===== src/rtl/plc_pkg.sv =====
`timescale 1ns / 1ps
// plc_pkg: shared codes and controller/datapath interface structs for the
// positional list core. No dependencies.
package plc_pkg;

  localparam logic [1:0] ST_OK    = 2'd0;
  localparam logic [1:0] ST_FULL  = 2'd1;
  localparam logic [1:0] ST_POS   = 2'd2;
  localparam logic [1:0] ST_EMPTY = 2'd3;

  localparam logic OP_INSERT = 1'b0;
  localparam logic OP_DELETE = 1'b1;

  // controller -> datapath
  typedef struct packed {
    logic load;         // latch the input word
    logic init;         // set up the entry pointers
    logic rd_prev;      // read entry at ptr-1
    logic rd_cur;       // read entry at ptr
    logic rd_next;      // read entry at ptr+1
    logic wr_value;     // write the new value at ptr
    logic wr_shift;     // write the read data at ptr
    logic ptr_dec;
    logic ptr_inc;
    logic cap_removed;  // keep the read data as the removed value
    logic cnt_inc;
    logic cnt_dec;
    logic emit;         // present a result word
    logic ok;           // result is a success
  } plc_cmd_t;

  // datapath -> controller
  typedef struct packed {
    logic is_del;
    logic reject;
    logic at_idx;       // insert pointer reached the target slot
    logic last;         // delete pointer is at the last entry
  } plc_sts_t;

endpackage


===== src/rtl/plc_ctrl.sv =====
`timescale 1ns / 1ps
// plc_ctrl: sequencing state machine of the positional list core.
// Depends on plc_pkg.
module plc_ctrl import plc_pkg::*; (
  input  logic     clk_i,
  input  logic     rst_ni,
  input  logic     start,
  input  plc_sts_t sts_i,
  output plc_cmd_t cmd_o,
  output logic     busy
);

  typedef enum logic [2:0] {
    S_IDLE,
    S_DECIDE,
    S_INS_CHK,
    S_INS_WR,
    S_DEL_RD,
    S_DEL_CAP,
    S_DEL_CHK,
    S_DEL_WR
  } state_e;

  state_e state_q, state_d;
  logic   busy_q, busy_d;

  always_comb begin
    cmd_o   = '0;
    state_d = state_q;
    busy_d  = busy_q;
    case (state_q)
      S_IDLE: begin
        if (start) begin
          cmd_o.load = 1'b1;
          state_d    = S_DECIDE;
          busy_d     = 1'b1;
        end
      end
      S_DECIDE: begin
        if (sts_i.reject) begin
          cmd_o.emit = 1'b1;
          state_d    = S_IDLE;
          busy_d     = 1'b0;
        end else begin
          cmd_o.init = 1'b1;
          state_d    = sts_i.is_del ? S_DEL_RD : S_INS_CHK;
        end
      end
      S_INS_CHK: begin
        if (sts_i.at_idx) begin
          cmd_o.wr_value = 1'b1;
          cmd_o.cnt_inc  = 1'b1;
          cmd_o.emit     = 1'b1;
          cmd_o.ok       = 1'b1;
          state_d        = S_IDLE;
          busy_d         = 1'b0;
        end else begin
          cmd_o.rd_prev = 1'b1;
          state_d       = S_INS_WR;
        end
      end
      S_INS_WR: begin
        cmd_o.wr_shift = 1'b1;
        cmd_o.ptr_dec  = 1'b1;
        state_d        = S_INS_CHK;
      end
      S_DEL_RD: begin
        cmd_o.rd_cur = 1'b1;
        state_d      = S_DEL_CAP;
      end
      S_DEL_CAP: begin
        cmd_o.cap_removed = 1'b1;
        state_d           = S_DEL_CHK;
      end
      S_DEL_CHK: begin
        if (sts_i.last) begin
          cmd_o.cnt_dec = 1'b1;
          cmd_o.emit    = 1'b1;
          cmd_o.ok      = 1'b1;
          state_d       = S_IDLE;
          busy_d        = 1'b0;
        end else begin
          cmd_o.rd_next = 1'b1;
          state_d       = S_DEL_WR;
        end
      end
      S_DEL_WR: begin
        cmd_o.wr_shift = 1'b1;
        cmd_o.ptr_inc  = 1'b1;
        state_d        = S_DEL_CHK;
      end
      default: begin
        state_d = S_IDLE;
        busy_d  = 1'b0;
      end
    endcase
  end

  always_ff @(posedge clk_i or negedge rst_ni) begin
    if (!rst_ni) begin
      state_q <= S_IDLE;
      busy_q  <= 1'b0;
    end else begin
      state_q <= state_d;
      busy_q  <= busy_d;
    end
  end

  assign busy = busy_q;

`ifndef SYNTHESIS
  a_accept_decide: assert property (@(posedge clk_i) disable iff (!rst_ni)
    (start && !busy) |=> (state_q == S_DECIDE))
    else $error("accepted word did not enter decide");
  a_busy_idle: assert property (@(posedge clk_i) disable iff (!rst_ni)
    busy_q == (state_q != S_IDLE))
    else $error("busy out of step with state");
  a_emit_once: assert property (@(posedge clk_i) disable iff (!rst_ni)
    cmd_o.emit |=> !cmd_o.emit)
    else $error("two results for one word");
`endif

endmodule


===== src/rtl/plc_dpath.sv =====
`timescale 1ns / 1ps
// plc_dpath: entry memory, count, pointers and result registers of the
// positional list core. Depends on plc_pkg.
module plc_dpath import plc_pkg::*; #(
  parameter int unsigned CAPACITY = 16
) (
  input  logic               clk_i,
  input  logic               rst_ni,
  input  plc_cmd_t           cmd_i,
  output plc_sts_t           sts_o,
  input  logic               op_i,
  input  logic [7:0]         position_i,
  input  logic signed [31:0] value_i,
  output logic               done_o,
  output logic [1:0]         status_o,
  output logic [4:0]         count_o,
  output logic signed [31:0] removed_value_o
);

  localparam int unsigned AW = (CAPACITY > 1) ? $clog2(CAPACITY) : 1;
  localparam int unsigned CW = $clog2(CAPACITY + 1);
  localparam int unsigned XW = (CW > 9) ? CW : 9;

  logic [31:0]   mem [CAPACITY];
  logic [31:0]   rdata_q;

  logic          op_q;
  logic [7:0]    pos_q;
  logic [31:0]   val_q;
  logic [CW-1:0] cnt_q, cnt_d;
  logic [AW-1:0] ptr_q, idx_q;
  logic [31:0]   rem_q;

  logic          done_q;
  logic [1:0]    status_q;
  logic [4:0]    count_q;
  logic [31:0]   removed_q;

  logic [XW-1:0] pos_x, cnt_x, pm1_x;
  logic          reject;
  logic [1:0]    rej_code;
  logic [AW-1:0] raddr;
  logic          re, we;
  logic [31:0]   wdata;

  assign pos_x = XW'(pos_q);
  assign cnt_x = XW'(cnt_q);
  assign pm1_x = pos_x - XW'(1);

  always_comb begin
    reject   = 1'b0;
    rej_code = ST_OK;
    if (op_q == OP_INSERT) begin
      if (pos_q == 8'd0) begin
        reject   = 1'b1;
        rej_code = ST_POS;
      end else if (cnt_x >= XW'(CAPACITY)) begin
        reject   = 1'b1;
        rej_code = ST_FULL;
      end
    end else begin
      if (cnt_q == '0) begin
        reject   = 1'b1;
        rej_code = ST_EMPTY;
      end else if (pos_q == 8'd0 || pos_x > cnt_x) begin
        reject   = 1'b1;
        rej_code = ST_POS;
      end
    end
  end

  assign sts_o.is_del = (op_q == OP_DELETE);
  assign sts_o.reject = reject;
  assign sts_o.at_idx = (ptr_q == idx_q);
  assign sts_o.last   = ((CW'(ptr_q) + CW'(1)) == cnt_q);

  always_comb begin
    raddr = ptr_q;
    if (cmd_i.rd_prev) raddr = ptr_q - AW'(1);
    if (cmd_i.rd_next) raddr = ptr_q + AW'(1);
  end

  assign re    = cmd_i.rd_prev | cmd_i.rd_cur | cmd_i.rd_next;
  assign we    = cmd_i.wr_value | cmd_i.wr_shift;
  assign wdata = cmd_i.wr_value ? val_q : rdata_q;

  always_ff @(posedge clk_i) begin
    if (we) mem[ptr_q] <= wdata;
    if (re) rdata_q <= mem[raddr];
  end

  always_comb begin
    cnt_d = cnt_q;
    if (cmd_i.cnt_inc) cnt_d = cnt_q + CW'(1);
    if (cmd_i.cnt_dec) cnt_d = cnt_q - CW'(1);
  end

  always_ff @(posedge clk_i or negedge rst_ni) begin
    if (!rst_ni) begin
      cnt_q  <= '0;
      done_q <= 1'b0;
    end else begin
      cnt_q  <= cnt_d;
      done_q <= cmd_i.emit;
    end
  end

  always_ff @(posedge clk_i) begin
    if (cmd_i.load) begin
      op_q  <= op_i;
      pos_q <= position_i;
      val_q <= value_i;
    end
    if (cmd_i.init) begin
      if (op_q == OP_INSERT) begin
        ptr_q <= AW'(cnt_q);
        idx_q <= (pm1_x > cnt_x) ? AW'(cnt_q) : AW'(pm1_x);
      end else begin
        ptr_q <= AW'(pm1_x);
        idx_q <= AW'(pm1_x);
      end
    end else if (cmd_i.ptr_dec) begin
      ptr_q <= ptr_q - AW'(1);
    end else if (cmd_i.ptr_inc) begin
      ptr_q <= ptr_q + AW'(1);
    end
    if (cmd_i.cap_removed) rem_q <= rdata_q;
    if (cmd_i.emit) begin
      status_q  <= cmd_i.ok ? ST_OK : rej_code;
      count_q   <= 5'(cnt_d);
      removed_q <= (cmd_i.ok && op_q == OP_DELETE) ? rem_q : 32'd0;
    end
  end

  assign done_o          = done_q;
  assign status_o        = status_q;
  assign count_o         = count_q;
  assign removed_value_o = removed_q;

`ifndef SYNTHESIS
  a_cnt_step: assert property (@(posedge clk_i) disable iff (!rst_ni)
    (cnt_q != $past(cnt_q)) |->
      (cnt_q == $past(cnt_q) + CW'(1) || cnt_q == $past(cnt_q) - CW'(1)))
    else $error("entry count moved by more than one");
  a_cnt_cap: assert property (@(posedge clk_i) disable iff (!rst_ni)
    cmd_i.cnt_inc |-> (cnt_x < XW'(CAPACITY)))
    else $error("insert into full list");
  a_ins_zero: assert property (@(posedge clk_i) disable iff (!rst_ni)
    (done_q && op_q == OP_INSERT) |-> (removed_q == 32'd0))
    else $error("insert reported a removed value");
`endif

endmodule


===== src/rtl/positional_list_insert_delete_core.sv =====
`timescale 1ns / 1ps
// positional_list_insert_delete_core: top level of the positional list core.
// Depends on plc_pkg, plc_ctrl and plc_dpath.
//
// Ordered list of up to CAPACITY signed 32-bit entries edited by insert or
// delete at a 1-based position. A word is taken when start is high and busy
// is low; its single result appears on status_o, count_o and removed_value_o
// for exactly one cycle with done_o high and must be captured then, as the
// core cannot be stalled. Entries live in a single-port memory and are moved
// one at a time, each read from its old slot and then written to its new one.
// The memory needs no clearing after reset; the entry count resets to zero.
module positional_list_insert_delete_core import plc_pkg::*; #(
  parameter int unsigned CAPACITY = 16
) (
  input  logic               clk_i,
  input  logic               rst_ni,
  input  logic               start,
  output logic               busy,
  input  logic               op_i,
  input  logic [7:0]         position_i,
  input  logic signed [31:0] value_i,
  output logic               done_o,
  output logic [1:0]         status_o,
  output logic [4:0]         count_o,
  output logic signed [31:0] removed_value_o
);

  plc_cmd_t cmd;
  plc_sts_t sts;

  plc_ctrl u_ctrl (
    .clk_i  (clk_i),
    .rst_ni (rst_ni),
    .start  (start),
    .sts_i  (sts),
    .cmd_o  (cmd),
    .busy   (busy)
  );

  plc_dpath #(
    .CAPACITY (CAPACITY)
  ) u_dpath (
    .clk_i           (clk_i),
    .rst_ni          (rst_ni),
    .cmd_i           (cmd),
    .sts_o           (sts),
    .op_i            (op_i),
    .position_i      (position_i),
    .value_i         (value_i),
    .done_o          (done_o),
    .status_o        (status_o),
    .count_o         (count_o),
    .removed_value_o (removed_value_o)
  );

endmodule

===== config.mk =====
export PLATFORM = sky130hd
export DESIGN_NAME = positional_list_insert_delete_core
export DESIGN_NICKNAME = d
export VERILOG_FILES = /design/src/rtl/plc_pkg.sv /design/src/rtl/plc_ctrl.sv /design/src/rtl/plc_dpath.sv /design/src/rtl/positional_list_insert_delete_core.sv
export SDC_FILE = /design/constraint.sdc
export NUM_CORES = 1
export LEC_CHECK = 0
export BUFFER_PORTS_ARGS = -buffer_cell sky130_fd_sc_hd__buf_2
export CELL_PAD_IN_SITES_DETAIL_PLACEMENT = 1
export CELL_PAD_IN_SITES_GLOBAL_PLACEMENT = 1
export CORE_ASPECT_RATIO = 1.75
export CORE_MARGIN = 4
export CORE_UTILIZATION = 35
export CTS_CLUSTER_SIZE = 30
export DETAILED_ROUTE_END_ITERATION = 12
export PLACE_DENSITY_LB_ADDON = 0.25
export SYNTH_ARGS = -nofsm -noshare
export SYNTH_HDL_FRONTEND = slang
export SYNTH_HIERARCHICAL = 1
export SYNTH_SLANG_ARGS = --single-unit

===== constraint.sdc =====
create_clock -name clk_i -period 5.7 [get_ports clk_i]
set_clock_uncertainty 0.15 [all_clocks]
set_input_delay 0.57 -clock clk_i [delete_from_list [all_inputs] [get_ports clk_i]]
set_output_delay 0.57 -clock clk_i [all_outputs]
set_load 0.05 [all_outputs]

==> Word level (Yosys, flattened, before mapping) <==
Memories as Yosys holds them, arrays and structs flattened. A register that Yosys moved wholly into a read port is not among the register bits.
Cells that the tools add are included.
{ "word_totals": {"reg_bits": 130, "mem_bits_rw": 512, "word_cells": 104, "n_memories": 1} }
{ "mem_list": {"columns": ["name", "words", "width", "rd", "rd_ports_with_merged_regs", "write_ports", "line", "rtl"], "rows": [
  ["u_dpath.mem", 16, 32, 1, 1, 1, "plc_dpath.sv:24", "logic [31:0] mem [CAPACITY];"]
]} }
{ "op_classes": {"add_sub_neg": 6, "magnitude_cmp": 3, "eq_ne": 13, "muxes": 55, "bitwise_logic": 3, "n_reduce_logical": 10} }
{ "ops": {"columns": ["operator", "n"], "rows": [
  ["32-bit two-way mux", 1],
  ["4-bit two-way mux", 8],
  ["1-bit two-way mux", 29],
  ["3-bit case mux with 7 select lines", 1],
  ["3-bit two-way mux", 5],
  ["3-bit equality test (second input constant)", 4],
  ["2-bit two-way mux", 6],
  ["5-bit two-way mux", 2],
  ["9-bit by 5-bit > comparator with 1-bit output", 1],
  ["8-bit by 1-bit subtractor with 9-bit output (second input constant)", 1],
  ["8-bit by 5-bit > comparator with 1-bit output", 1],
  ["8-bit logical NOT", 1],
  ["3-bit by 2-bit equality test with 1-bit output (second input constant)", 2],
  ["2-bit != test (second input constant)", 3],
  ["4-bit by 1-bit adder with 5-bit output (second input constant)", 1],
  ["5-bit by 1-bit adder with 5-bit output (second input constant)", 1],
  ["5-bit equality test", 1],
  ["5-bit greater-or-equal comparator (second input constant)", 1],
  ["5-bit logical NOT", 1],
  ["5-bit AND reduction", 1],
  ["5-bit by 1-bit subtractor with 5-bit output (second input constant)", 1],
  ["4-bit by 1-bit adder with 4-bit output (second input constant)", 1],
  ["4-bit equality test", 1],
  ["1-bit case mux with 4 select lines", 1],
  ["other kinds (12)", 15]
]} }

==> Longest topological paths before layout <==
{ "logic_depth": {"word_depth": 8, "mapped_depth": 15} }

==> Cells and area by module <==
The synthesis kept the hierarchy.
{ "by_module_without_submodules": {"columns": ["module", "instances", "cells_each", "area_each_um2"], "rows": [
  ["plc_dpath", 1, 1259, 25846.0],
  ["plc_ctrl", 1, 43, 372.9]
]} }

==> Worst setup path after synthesis <==
Ideal clock, no wire load.
{ "synth_path": {"path_type": "register to register", "startpoint": "register u_dpath.ptr_q[1]", "endpoint": "register u_dpath.rdata_q[11] (read register of u_dpath.mem), data pin", "arrival_time_ns": 3.371, "slack_ns": 1.916, "stages_incl_launch_ff": 16, "n_path_buf": 3, "synth_period_minus_slack_ns": 3.784, "cell_sequence": "edfxtp_1 > ha_1 > clkbuf_1 > and3b_1 > nor3_1 > a211oi_1 > a21oi_1 > nor4_1 > nor3_1 > nor2_1 > a221o_1 > buf_2 > buf_4 > mux4_2 > nand3_1 > nand4_1"} }
{ "synth_rtl": {"columns": ["element", "line", "rtl"], "rows": [
  ["start: declaration", "plc_dpath.sv:31", "logic [AW-1:0] ptr_q, idx_q;"],
  ["start signal: assignment", "plc_dpath.sv:116", "ptr_q <= AW'(cnt_q);"],
  ["start signal: assignment", "plc_dpath.sv:119", "ptr_q <= AW'(pm1_x);"],
  ["start signal: assignment", "plc_dpath.sv:123", "ptr_q <= ptr_q - AW'(1);"],
  ["end: declaration", "plc_dpath.sv:25", "logic [31:0] rdata_q;"]
]} }

==> impl_results.md <==
- Finish-stage setup viols: 0
- Fill cells: between 6000 and 7000
- RR Endpoint: u_dpath/rdata_q[13]
- Clk slew on worst S/H paths: ~0.07 ns
- Die area: roughly 80000 um2
- PortBufs: 84
- # diodes: 0
- Fin Setup TNS: 0 ns
- Most common cell after layout, fill and taps aside: edfxtp_1
- # IOs: 85
- Area Overhead vs Synth: 16.2%
- GPL Wtd Cong: roughly 0.77
- Max-cap violation count: 0
- Worst rel slew slack: 0.392
- CP arrival: between 4 and 5 ns
- CTS tree: yes
- Crit Path Max Fanout: 81
- Pwr Total: between 15 and 20 mW
- Crit path max-delay cell type: edfxtp_1
- Hold EP: u_ctrl/state_q[0]
- Grt total ovfl: 0
- R2R setup slack: 0.99 ns
- WL final: around 67000 um
- GRT met1 Usage: 0.202
- Setup Fix Bufs, Post-CTS: 0
- First-pass GRT wire length: around 98000 um
- Initial antenna violation count: 1
- Antenna violation net count after detailed routing: 0
- Inserted Clock Buffers: between 50 and 60
- Yosys cell types: between 50 and 60
- Worst Hold Depth: 3
- Worst r2r src: u_dpath/ptr_q[0]
- Startpoint Class: flop
- EDFF count, synth: ~660
- DIE WIDTH: between 200 and 250 um
- Post-synth top flop: edfxtp_1
- Chip height: between 300 and 400 um
- Worst-Margin Slew: 0.913 ns
- GRT Total Usage: 0.166
- Post-route clock period utilization: 0.826
- Hold_sp: start
- Seq/Total Area, Yosys: 0.770
- Initial drt markers: roughly 1100
- Share of layout cells above drive strength 1: 0.280
- Core Rows: 132
- Syn_area_per_cell: around 20 um2
- Largest net degree at the start of global routing: ~130
- Status: complete, no violations
- Via count of the first global-routing pass: roughly 15000
- Post-DP HPWL: approximately 37000 um
- CP peak stage delay: approximately 0.60 ns
- Hold WC Path Type: input port to flop
- Cell mode on critical path: nor3_1
- Unrepaired setup endpoints after global routing: no
- Syn Nets: about 1400
- Initial core utilization: 0.354
- Mapped cell area: about 26000 um2
- Multi-input gate area: between 5000 and 6000 um2
- Register Area: 20200 um2
- Final #Nets: 1514
- Grt met2 use: 0.311
- Leak: ~10 nW
- Clock sink total: 674
- GRT Max-Usage Layer: met2
- Ys async rst share: 0.0148
- Drt drc: 0
- Clk buf depth: 3
- Yosys warns: 6
- Via count: 13300
- Critical path type: flop to flop
- Mean number of vias per cell: about 5.4
- Post-CTS Resized: 0
- Pwr dens: 625 nW/um2
- Pre-antenna DRT Iters: 5
- Final Max Tran Viols: 0
- Most frequent cells in the layout: edfxtp_1 (664), nand3_1 (134), mux4_2 (128)
- CP Cell Sequence: ha_1 > and3b_1 > nor3_1 > a211oi_1 > a21oi_1 > nor4_1 > nor3_1 > nor2_1 > a221o_4 > buf_12 > mux4_2 > nand3_1 > nand4_1
- Fmax: ~210 MHz
- Critical path endpoint category: flop
- Synthesized flop and latch total: about 670
- # H-tree levels: 2
- Min Tclk post-route: about 4.7 ns
- Root buffer cell: clkbuf_16
- Core area: about 74000 um2
- Required time worst endpoint: 5.90 ns
- WL per Instance: ~27 um
- Final hold vios: 0
- M3 GR Usage: 0.0199
- Clock Latency Late Sink: ~0.62 ns
- VDD IR-drop max: just under 0.8 mV
- Worst r2r path cells: 13
- Mapped Cells: roughly 1300
-- what timing repair did --
action,4_1_cts,5_1_grt
hold buffers,42,0
endpoints found under the setup margin,0,0
endpoints found under the hold margin,51,0
-- cells in the mapped netlist (5+ instances only) --
master    instances  share of area
o21ai_0           7         0.0013
edfxtp_1        664           0.76
inv_1            15         0.0021
mux4_2          128           0.11
xnor2_1          13         0.0043
dfrtp_1          10         0.0095
buf_2            14         0.0027
ha_1             17         0.0081
nand4_1          34         0.0081
and2_1           18         0.0043
clkbuf_1         54         0.0077
nand3_1         134          0.026
buf_4             5         0.0014
nor3_1            7         0.0013
nand2_1          15         0.0021
mux2_2           35          0.015
xor2_1           11         0.0037
nor2_1           18         0.0026
and3_1           34         0.0081
o211ai_1          6         0.0017
a21oi_1           7         0.0013
-- critical path, delay by kind of cell, from the launching register on --
family                     cells  cell delay (ns)
buffers and inverters          1             0.47
muxes                          1             0.60
AOI/OAI and AO/OA              3             0.54
DFF                            1             0.60
and+or+nand+nor                7             1.47
adders and majority gates      1             0.42
-- per-stage QoR --
step / util / cell area (um2) / worst slack (ns) / hold slack, ns / std cells
4_1_cts: 0.411 / 30500 / 1.00 / 0.146 / 2442
3_5_place_dp: 0.377 / 28000 / 1.04 / 0.287 / 2288
2_1_floorplan: - / 26200 / 1.92 / 0.124 / 1302
5_1_grt: 0.411 / 30500 / 0.608 / 0.165 / 2442
6_report: 0.411 / 30500 / 0.994 / 0.189 / 2442
3_3_place_gp: 0.377 / 28000 / 1.20 / 0.276 / 2288
-- sequential cells by signal, summed over array words and instances, names as in the netlist --
register                 cells
u_ctrl/busy                  1
u_ctrl/state_q               3
u_dpath/cnt_q                5
u_dpath/count_o              5
u_dpath/done_o               1
u_dpath/idx_q                4
u_dpath/mem                512
u_dpath/op_q                 1
u_dpath/pos_q                8
u_dpath/ptr_q                4
u_dpath/rdata_q             32
u_dpath/rem_q               32
u_dpath/removed_value_o     32
u_dpath/status_o             2
u_dpath/val_q               32
-- where the power goes --
group	total (mW)	internal, mW	switching (mW)
clock network	4.34	2.50	1.84
logic	7.37	3.04	4.32
registers	7.35	6.99	0.357
total	19.1	12.5	6.51
-- cells by family after synthesis --
family / share of synthesized area
buffers and inverters: 0.0154
AOI/OAI and AO/OA: 0.0105
and+or+nand+nor: 0.0607
adders and majority gates: 0.00811
DFF: 0.770
muxes: 0.127
xor gates and xnor gates: 0.00864
-- layer usage --
| layer | vias to the layer above | share of wire |
|---|---|---|
| li1 | 5640 | - |
| met1 | 7211 | 0.39 |
| met2 | 330 | 0.54 |
| met3 | 99 | 0.040 |
| met4 | 0 | 0.027 |
| met5 | - | 0 |
-- worst max-delay path by stage --
stage / start / end / slack [ns] / cells past startpoint
3_3_place_gp: u_dpath/ptr_q[0] / u_dpath/rdata_q[7] / 1.20 / 13
5_1_grt: u_dpath/ptr_q[0] / u_dpath/rdata_q[7] / 0.61 / 13
6_report: u_dpath/ptr_q[0] / u_dpath/rdata_q[13] / 0.99 / 13
2_1_floorplan: u_dpath/ptr_q[1] / u_dpath/rdata_q[11] / 1.92 / 15
3_5_place_dp: u_dpath/ptr_q[0] / u_dpath/rdata_q[13] / 1.04 / 13
4_1_cts: u_dpath/ptr_q[0] / u_dpath/rdata_q[13] / 1.00 / 13
-- layout make-up --
class / instances / area share
flip-flops and latches: 674 / 0.663
multi-input cells: 536 / 0.188
clock buffers: 64 / 0.0491
repair buffers: 167 / 0.0402
well taps: 938 / 0.0385
clock inverters: 48 / 0.0198
inverters: 15 / 0.00185
(Power assumes the default switching activity.)
